==> config.mk <==
export PLATFORM = sky130hd
export DESIGN_NAME = sorted_list_merge_engine_core_flat
export DESIGN_NICKNAME = d
export VERILOG_FILES = /design/src/rtl/slme_pkg.sv /design/src/rtl/slme_in_if.sv /design/src/rtl/slme_out_if.sv /design/src/rtl/sorted_list_merge_engine_core.sv /design/src/rtl/slme_cell.sv /design/src/rtl/slme_chain.sv /design/src/flat_wrapper.sv
export SDC_FILE = /design/constraint.sdc
export NUM_CORES = 2
export LEC_CHECK = 0
export CAP_MARGIN = 40
export CORE_MARGIN = 2
export CORE_UTILIZATION = 55
export CTS_BUF_LIST = sky130_fd_sc_hd__clkbuf_8
export CTS_CLUSTER_SIZE = 10
export DETAILED_ROUTE_END_ITERATION = 10
export DONT_BUFFER_PORTS = 1
export HOLD_SLACK_MARGIN = 0.02
export PLACE_DENSITY = 0.7
export RECOVER_POWER = 50
export SLEW_MARGIN = 20
export SYNTH_ARGS = -nofsm -noshare
export SYNTH_HDL_FRONTEND = slang
export SYNTH_SLANG_ARGS = --single-unit
==> constraint.sdc <==
create_clock -name clk -period 8.1 [get_ports clk]
set_input_delay 1.215 -clock clk [delete_from_list [all_inputs] [get_ports clk]]
set_output_delay 1.215 -clock clk [all_outputs]
set_load 0.03 [all_outputs]
==> src/rtl/slme_pkg.sv <==
// slme_pkg: shared types and codes of the sorted list merge engine
// no dependencies; used by the interfaces, the cell, the chain and the top level
package slme_pkg;

	localparam int DATA_W = 32;

	typedef logic signed [DATA_W-1:0] data_t;

	typedef enum logic [1:0] {
		CMD_INSERT = 2'd0,
		CMD_READ   = 2'd1,
		CMD_CLEAR  = 2'd2,
		CMD_MERGE  = 2'd3
	} cmd_t;

	typedef enum logic [1:0] {
		SEL_A      = 2'd0,
		SEL_B      = 2'd1,
		SEL_MERGED = 2'd2,
		SEL_NONE   = 2'd3
	} sel_t;

	typedef enum logic [1:0] {
		ST_OK    = 2'd0,
		ST_FULL  = 2'd1,
		ST_EMPTY = 2'd2,
		ST_BAD   = 2'd3
	} status_t;

	// per-cycle control shared by every cell of one chain
	typedef struct packed {
		logic ins;
		logic shl;
		logic wr;
	} cell_ctl_t;

endpackage

==> src/rtl/slme_in_if.sv <==
// slme_in_if: command channel of the sorted list merge engine
// depends on slme_pkg
interface slme_in_if;
	logic                 valid;
	logic                 ready;
	logic [1:0]           command;
	logic [1:0]           list_select;
	slme_pkg::data_t      value;

	modport source (output valid, command, list_select, value, input ready);
	modport sink (input valid, command, list_select, value, output ready);
endinterface

==> src/rtl/slme_out_if.sv <==
// slme_out_if: result channel of the sorted list merge engine
// depends on slme_pkg
interface slme_out_if;
	logic                 valid;
	logic                 ready;
	slme_pkg::data_t      value_out;
	logic [1:0]           status;
	logic                 last;

	modport source (output valid, value_out, status, last, input ready);
	modport sink (input valid, value_out, status, last, output ready);
endinterface

==> src/rtl/sorted_list_merge_engine_core.sv <==
// sorted_list_merge_engine_core: two sorted lists and a merged list in cell chains
// depends on slme_pkg, slme_in_if, slme_out_if, slme_chain
//
// channel  | dir | fields
// request  | in  | command, list_select, value
// result   | out | value_out, status, last
//
// insert, clear, merge-clear: result register loaded from the execute state once the result slot is free
// read out: a decode step, then LIST_DEPTH rotations (2*LIST_DEPTH for merged), one entry per cycle while not stalled
// merge: moves entries in the order set by the head compare of the chains, list A on a tie
// reset empties all lists through their counts; cell contents are not cleared
// a stalled result holds read out rotation while entries remain, and the final merge result; merge moves go on
// a new command is taken in idle, after the last result of the previous one is registered and rotations are done
module sorted_list_merge_engine_core #(
	parameter int LIST_DEPTH = 16
) (
	input logic        clk,
	input logic        arst_n,
	slme_in_if.sink    request,
	slme_out_if.source result
);
	import slme_pkg::*;

	localparam int MD  = 2 * LIST_DEPTH;
	localparam int CW  = $clog2(LIST_DEPTH + 1);
	localparam int MCW = $clog2(MD + 1);

	typedef enum logic [3:0] {
		S_IDLE  = 4'b0001,
		S_EXEC  = 4'b0010,
		S_READ  = 4'b0100,
		S_MERGE = 4'b1000
	} state_t;

	state_t state_q, state_d;
	cmd_t cmd_q;
	sel_t sel_q;
	data_t val_q;
	logic [CW-1:0] a_cnt_q, a_cnt_d, b_cnt_q, b_cnt_d;
	logic [MCW-1:0] m_cnt_q, m_cnt_d, k_q, k_d, n_q, n_d, len_q, len_d;
	cell_ctl_t a_ctl, b_ctl, m_ctl;
	data_t a_head, b_head, m_head, m_din, sel_head;
	logic take_a, slot_free, emit, o_last;
	data_t o_val;
	status_t o_st;
	logic out_v_q;
	data_t out_val_q;
	status_t out_st_q;
	logic out_last_q;

	slme_chain #(.DEPTH(LIST_DEPTH), .CW(CW)) u_a (
		.clk(clk), .ctl(a_ctl), .cnt(a_cnt_q), .din(val_q), .head(a_head));
	slme_chain #(.DEPTH(LIST_DEPTH), .CW(CW)) u_b (
		.clk(clk), .ctl(b_ctl), .cnt(b_cnt_q), .din(val_q), .head(b_head));
	slme_chain #(.DEPTH(MD), .CW(MCW)) u_m (
		.clk(clk), .ctl(m_ctl), .cnt(m_cnt_q), .din(m_din), .head(m_head));

	assign slot_free = !out_v_q || result.ready;
	assign take_a = (b_cnt_q == '0) || ((a_cnt_q != '0) && (a_head <= b_head));
	assign m_din = take_a ? a_head : b_head;
	assign request.ready = (state_q == S_IDLE);

	always_comb begin
		unique case (sel_q)
			SEL_A:   sel_head = a_head;
			SEL_B:   sel_head = b_head;
			default: sel_head = m_head;
		endcase
	end

	always_comb begin
		state_d = state_q;
		a_cnt_d = a_cnt_q;
		b_cnt_d = b_cnt_q;
		m_cnt_d = m_cnt_q;
		k_d = k_q;
		n_d = n_q;
		len_d = len_q;
		a_ctl = '0;
		b_ctl = '0;
		m_ctl = '0;
		emit = 1'b0;
		o_val = '0;
		o_st = ST_OK;
		o_last = 1'b1;
		unique case (state_q)
			S_IDLE: begin
				if (request.valid) state_d = S_EXEC;
			end
			S_EXEC: begin
				if (cmd_q == CMD_MERGE) begin
					if (m_cnt_q != '0) begin
						if (slot_free) begin
							m_cnt_d = '0;
							emit = 1'b1;
							state_d = S_IDLE;
						end
					end else begin
						state_d = S_MERGE;
					end
				end else if (slot_free) begin
					emit = 1'b1;
					state_d = S_IDLE;
					case (cmd_q)
						CMD_INSERT: begin
							if (sel_q == SEL_A) begin
								if (a_cnt_q == CW'(LIST_DEPTH)) o_st = ST_FULL;
								else begin
									a_ctl.ins = 1'b1;
									a_cnt_d = a_cnt_q + 1'b1;
								end
							end else if (sel_q == SEL_B) begin
								if (b_cnt_q == CW'(LIST_DEPTH)) o_st = ST_FULL;
								else begin
									b_ctl.ins = 1'b1;
									b_cnt_d = b_cnt_q + 1'b1;
								end
							end else o_st = ST_BAD;
						end
						CMD_CLEAR: begin
							if (sel_q == SEL_A) begin
								o_st = (a_cnt_q == '0) ? ST_EMPTY : ST_OK;
								a_cnt_d = '0;
							end else if (sel_q == SEL_B) begin
								o_st = (b_cnt_q == '0) ? ST_EMPTY : ST_OK;
								b_cnt_d = '0;
							end else o_st = ST_BAD;
						end
						default: begin
							if (sel_q == SEL_NONE) o_st = ST_BAD;
							else begin
								if (sel_q == SEL_A) n_d = {{(MCW-CW){1'b0}}, a_cnt_q};
								else if (sel_q == SEL_B) n_d = {{(MCW-CW){1'b0}}, b_cnt_q};
								else n_d = m_cnt_q;
								len_d = (sel_q == SEL_MERGED) ? MCW'(MD) : MCW'(LIST_DEPTH);
								if (n_d == '0) o_st = ST_EMPTY;
								else begin
									emit = 1'b0;
									k_d = '0;
									state_d = S_READ;
								end
							end
						end
					endcase
				end
			end
			S_READ: begin
				if ((k_q >= n_q) || slot_free) begin
					case (sel_q)
						SEL_A:   a_ctl.shl = 1'b1;
						SEL_B:   b_ctl.shl = 1'b1;
						default: m_ctl.shl = 1'b1;
					endcase
					if (k_q < n_q) begin
						emit = 1'b1;
						o_val = sel_head;
						o_last = (k_q == n_q - 1'b1);
					end
					k_d = k_q + 1'b1;
					if (k_q == len_q - 1'b1) state_d = S_IDLE;
				end
			end
			default: begin
				if ((a_cnt_q != '0) || (b_cnt_q != '0)) begin
					m_ctl.wr = 1'b1;
					m_cnt_d = m_cnt_q + 1'b1;
					if (take_a) begin
						a_ctl.shl = 1'b1;
						a_cnt_d = a_cnt_q - 1'b1;
					end else begin
						b_ctl.shl = 1'b1;
						b_cnt_d = b_cnt_q - 1'b1;
					end
				end else if (slot_free) begin
					emit = 1'b1;
					state_d = S_IDLE;
				end
			end
		endcase
	end

	always_ff @(posedge clk or negedge arst_n) begin
		if (!arst_n) begin
			state_q <= S_IDLE;
			a_cnt_q <= '0;
			b_cnt_q <= '0;
			m_cnt_q <= '0;
			k_q <= '0;
			n_q <= '0;
			len_q <= '0;
			out_v_q <= 1'b0;
		end else begin
			state_q <= state_d;
			a_cnt_q <= a_cnt_d;
			b_cnt_q <= b_cnt_d;
			m_cnt_q <= m_cnt_d;
			k_q <= k_d;
			n_q <= n_d;
			len_q <= len_d;
			if (slot_free) out_v_q <= emit;
		end
	end

	always_ff @(posedge clk) begin
		if (request.valid && request.ready) begin
			cmd_q <= cmd_t'(request.command);
			sel_q <= sel_t'(request.list_select);
			val_q <= request.value;
		end
		if (emit) begin
			out_val_q <= o_val;
			out_st_q <= o_st;
			out_last_q <= o_last;
		end
	end

	assign result.valid = out_v_q;
	assign result.value_out = out_val_q;
	assign result.status = out_st_q;
	assign result.last = out_last_q;

	a_cnt_max: assert property (@(posedge clk) disable iff (!arst_n)
		(a_cnt_q <= CW'(LIST_DEPTH)) && (b_cnt_q <= CW'(LIST_DEPTH)))
		else $error("list count above depth");
	m_cnt_max: assert property (@(posedge clk) disable iff (!arst_n)
		m_cnt_q <= MCW'(MD))
		else $error("merged count above depth");
	read_holds_counts: assert property (@(posedge clk) disable iff (!arst_n)
		(state_q == S_READ) |=> ($stable(a_cnt_q) && $stable(b_cnt_q) && $stable(m_cnt_q)))
		else $error("count changed during read out");
	merge_empty_end: assert property (@(posedge clk) disable iff (!arst_n)
		(state_q == S_MERGE && state_d == S_IDLE) |-> (a_cnt_q == '0 && b_cnt_q == '0))
		else $error("merge ended with entries left");
endmodule

==> src/rtl/slme_cell.sv <==
// slme_cell: one list entry; sorted insert, rotate toward the head, append
// depends on slme_pkg
module slme_cell (
	input  logic                clk,
	input  slme_pkg::cell_ctl_t ctl,
	input  logic                valid,
	input  logic                tail,
	input  slme_pkg::data_t     din,
	input  slme_pkg::data_t     left_q,
	input  logic                left_gt,
	input  slme_pkg::data_t     right_q,
	output slme_pkg::data_t     q,
	output logic                gt
);
	import slme_pkg::*;

	assign gt = valid && (q > din);

	always_ff @(posedge clk) begin
		if (ctl.shl) begin
			q <= right_q;
		end else if (ctl.ins && (gt || tail)) begin
			q <= left_gt ? left_q : din;
		end else if (ctl.wr && tail) begin
			q <= din;
		end
	end
endmodule

==> src/rtl/slme_chain.sv <==
// slme_chain: row of slme_cell entries forming one ascending list
// depends on slme_pkg and slme_cell
module slme_chain #(
	parameter int DEPTH = 16,
	parameter int CW    = 5
) (
	input  logic                clk,
	input  slme_pkg::cell_ctl_t ctl,
	input  logic [CW-1:0]       cnt,
	input  slme_pkg::data_t     din,
	output slme_pkg::data_t     head
);
	import slme_pkg::*;

	data_t q  [DEPTH];
	logic  gt [DEPTH];

	for (genvar i = 0; i < DEPTH; i++) begin : g_cell
		data_t lq;
		logic  lg;
		if (i == 0) begin : g_first
			assign lq = din;
			assign lg = 1'b0;
		end else begin : g_rest
			assign lq = q[i-1];
			assign lg = gt[i-1];
		end
		slme_cell u_cell (
			.clk     (clk),
			.ctl     (ctl),
			.valid   (cnt > CW'(i)),
			.tail    (cnt == CW'(i)),
			.din     (din),
			.left_q  (lq),
			.left_gt (lg),
			.right_q (q[(i + 1) % DEPTH]),
			.q       (q[i]),
			.gt      (gt[i])
		);
	end

	assign head = q[0];
endmodule

==> src/flat_wrapper.sv <==
// flat-port wrapper written by rule: the top's interface ports become plain ports
module sorted_list_merge_engine_core_flat import slme_pkg::*;
#(
	parameter int LIST_DEPTH = 16
)
  (clk, arst_n, request_valid, request_command, request_list_select, request_value, request_ready, result_valid, result_value_out, result_status, result_last, result_ready);
  slme_in_if request_i ();
  slme_out_if result_i ();
  input logic clk;
  input logic arst_n;
  input wire logic [$bits(request_i.valid)-1:0] request_valid;
  input wire logic [$bits(request_i.command)-1:0] request_command;
  input wire logic [$bits(request_i.list_select)-1:0] request_list_select;
  input wire logic [$bits(request_i.value)-1:0] request_value;
  output wire logic [$bits(request_i.ready)-1:0] request_ready;
  output wire logic [$bits(result_i.valid)-1:0] result_valid;
  output wire logic [$bits(result_i.value_out)-1:0] result_value_out;
  output wire logic [$bits(result_i.status)-1:0] result_status;
  output wire logic [$bits(result_i.last)-1:0] result_last;
  input wire logic [$bits(result_i.ready)-1:0] result_ready;
  assign request_i.valid = request_valid;
  assign request_i.command = request_command;
  assign request_i.list_select = request_list_select;
  assign request_i.value = request_value;
  assign request_ready = request_i.ready;
  assign result_valid = result_i.valid;
  assign result_value_out = result_i.value_out;
  assign result_status = result_i.status;
  assign result_last = result_i.last;
  assign result_i.ready = result_ready;
  sorted_list_merge_engine_core #(.LIST_DEPTH(LIST_DEPTH)) u_core (.clk(clk), .arst_n(arst_n), .request(request_i), .result(result_i));
endmodule
==> results.toml <==
[cells_and_area]
instances_no_fill = 13800
area_growth_syn_to_layout_pct = 8.34
nets = 11700
num-fill-cells = 18300
share_of_the_core_filled_with_cells_in_the_final_layout = 0.598
drive_above_1_share = 0.0817

[sta]
fin_crit_ns = 6.70
timing_max_transition_violations_final = 1681
grt_setup_unrepaired = "false"
setup_tns_ns = 0
fin_worst_skew_ns = 0.127
slew-limit-headroom = -1.23
timing.final.crit_share = 0.827
worst_pin_slew_ns = 3.35
hold_viol = 0
fmax_mhz = 149
finalWorstSetupSlack_ns = 1.40
final-setup-viol-count = 0

[worst_setup_path]
critical_path.max_stage_delay_ns = 1.57
worst-path-max-fanout = 24
reg2reg_launch_point = "u_core.a_cnt_q[1]$_DFFE_PN0P_"
worst_ep_arrival_time_ns = 7.40
critical_path.cell_chain = "clkbuf_1 > inv_1 > ha_1 > nand2_1 > nor2_1 > nor2_1 > nand2_1 > o21ai_0 > clkbuf_1"
startpoint = "u_core.a_cnt_q[1]$_DFFE_PN0P_"
worst-setup-path-type = "reg -> reg"
rrSetupSlack_ns = 1.40
critical_path.startpoint_type = "flip-flop"
critPathCaptureType = "flip-flop"
worst_r2r_path_depth = 9
worst-endpoint-required_ns = 8.80
worst_path_max_delay_cell = "clkbuf_1"
rr_endpoint = "u_core.u_m.g_cell[1].u_cell.q[21]$_DFFE_PP_"

[place]
place.detailed.instances = 13100
finalWeightedCongestion = 1.01
place_ws_ns = 2.70
dp.final_hpwl_um = 288000
port_buffers = 0

[power]
combPwrFrac = 0
internal_power_uw = 16900
fin_total_pwr_uw = 21600
power.density_cell_area_nw_per_um2 = 163
peakVddDrop_v = 0.000180
sw_frac_of_total = 0.219
power_leakage_uw = 0.0568
power.share.clock = 0.441
seq_power_share = 0.558
netSwitchingPower_uw = 4720

[route]
routed_via_density = 6.72
remaining_drc_errors = 0
drt-initial-drc-count = 11900
post_drt_wl_per_cell_um = 31.0
drt.antenna.violating_nets = 0
wirelength_um = 428000
via_count = 92700
drt_pre_antenna_iters = 8

[floorplan]
std_cell_rows = 173
floorplan.initialDensity = 0.552
chipHeight_um = 476
io_pins = 77
placeableCoreArea_um2 = 222000
die_w_um = 476
die_area_um2 = 226000

[clock_tree]
cts_inserted_buffers = 387
cts-htree-levels = 5
cts.path.max_buffers = 4
cts_hold_buffers = 2
cts_tree = "yes"
tritoncts_num_sinks = 2154
clk_latency_ns = 1.17
post_cts_resize_count = 0
postCtsSetupBuffers = 0
cts.reportedPaths.clkPinSlew_ns = 0.06
cts_root_buffer = "clkbuf_8"

[yosys]
synth_area_um2 = 122000
async_flop_share = 0.0162
synth_enable_flop_cells = 2119
yosys.area.top_type_share = 0.520
synth-main-ff-cell = "edfxtp_1"
syn_avg_cell_area_um2 = 11.6
post-synth-top-count-cell = "edfxtp_1"
ys_seq_elements = 2154
synth.lib_cells_used.distinct = 91
cell_accounting_for_the_most_synthesized_area = "edfxtp_1"
synth-seq-area-share = 0.527
mapped_nets = 11700
synth_top_cells_by_area = "edfxtp_1, ha_1, mux2i_1"
netlist_top_cells_count = "edfxtp_1, nand2_1, a21o_1, o21ai_0, ha_1"
synthesis.yosys.warnings = 0
post_synth_inst_count = 10500

[worst_hold_path]
hold_path_class = "in -> reg"
min_delay_path_depth = 0
hold-path-endpoint = "u_core.val_q[1]$_DFFE_PP_"
hold_path_startpoint = "request_value[1]"

[outcome]
violated_checks = "max-capacitance violations, max-slew violations"
outcome = "complete, but fails checks"

[run]
max_cap_viol_count = 56

[global_route]
grt_pass1_wl_um = 613000
number_of_antenna_violations_at_the_first_check_in_global_routing = 24
grt_start_max_net_pins = 260
first_global_vias = 88700
overflow = 0
track_usage = 0.371
==> cell families after synthesis <==
group                      synth area share
and+or+nand+nor                      0.0779
adders and majority gates             0.110
xor gates and xnor gates            0.00100
buffers and inverters                0.0332
DFF                                   0.527
muxes                                0.0766
AOI/OAI and AO/OA                     0.174
==> cell type report <==
type | instances | area (um2) | share of cell area
antenna | 14 | 35.0 | 0.000264
clock buffer | 398 | 5480 | 0.0413
tap | 2975 | 3720 | 0.0281
timing repair buffer | 333 | 2710 | 0.0205
inverter | 154 | 578 | 0.00436
multi-input combinational | 7516 | 54200 | 0.409
sequential | 2154 | 64500 | 0.487
clock inverter | 261 | 1340 | 0.0101
==> worst max-delay path by stage <==
stage,end,slack [ns],depth (start not counted)
3_3_place_gp,u_core.u_b.g_cell[6].u_cell.q[18]$_DFFE_PP_,1.73,14
3_5_place_dp,u_core.u_a.g_cell[8].u_cell.q[18]$_DFFE_PP_,2.70,14
6_report,u_core.u_m.g_cell[1].u_cell.q[21]$_DFFE_PP_,1.40,9
2_1_floorplan,u_core.u_a.g_cell[11].u_cell.q[0]$_DFFE_PP_,1.86,14
5_1_grt,u_core.u_a.g_cell[4].u_cell.q[21]$_DFFE_PP_,1.16,12
4_1_cts,u_core.u_a.g_cell[8].u_cell.q[0]$_DFFE_PP_,2.66,14
==> power groups by stage <==
stage / registers (uW) / logic (uW) / clock network, uW
final: 12100 / 4.77 / 9530
after global routing: 12000 / 5.31 / 10100
after CTS: 12100 / 5.99 / 9630
after detailed placement: 12300 / 0.109 / 0
after global placement: 12300 / 0.109 / 0
after floorplan: 12300 / 0.109 / 0
==> through the flow <==
stage | area (um2) | hold WS [ns]
2_1_floorplan | 122000 | 0.472
3_3_place_gp | 126000 | 0.496
3_5_place_dp | 126000 | 0.502
4_1_cts | 133000 | 0.115
5_1_grt | 133000 | 0.121
6_report | 133000 | 0.175
==> layer usage <==
| layer | global-route usage | wire length (um) | vias to the layer above |
|---|---|---|---|
| met5 | 0 | 207 | - |
| met1 | 0.518 | 174000 | 45800 |
| met4 | 0.176 | 22100 | 30 |
| met2 | 0.532 | 180000 | 5798 |
| met3 | 0.106 | 51500 | 1092 |
| li1 | - | - | 40000 |
==> placed cells by master, fill, tap and decap left out, drive strengths merged, types with 169 or more instances in the layout <==
cell type  count
a21oi        413
nand4        169
mux2i        933
edfxtp      2119
a21o        1173
nand2       1258
o21ai       1214
inv          261
nor2         343
clkbuf       459
buf          271
ha          1078
==> critical path, delay by kind of cell, from the launching register on <==
kind	cells	cell delay (ns)
AO/OA/AOI/OAI	1	1.43
adder cells (fa/ha/maj)	1	0.49
buffers and inverters	3	2.89
AND/OR/NAND/NOR	4	1.17
flip-flops	1	0.32
==> state kept, by name, indices dropped and copies added (netlist names) <==
signal	flops
u_core.result.status	2
u_core.a_cnt_q	5
u_core.len_q	2
u_core.u_m.g_cell.u_cell.q	1024
u_core.sel_q	2
u_core.u_a.g_cell.u_cell.q	512
u_core.cmd_q	2
u_core.result.value_out	32
u_core.u_b.g_cell.u_cell.q	512
u_core.k_q	6
u_core.result.last	1
u_core.b_cnt_q	5
u_core.n_q	6
u_core.m_cnt_q	6
u_core.result.valid	1
u_core.state_q	4
u_core.val_q	32
(Power assumes the default switching activity.)
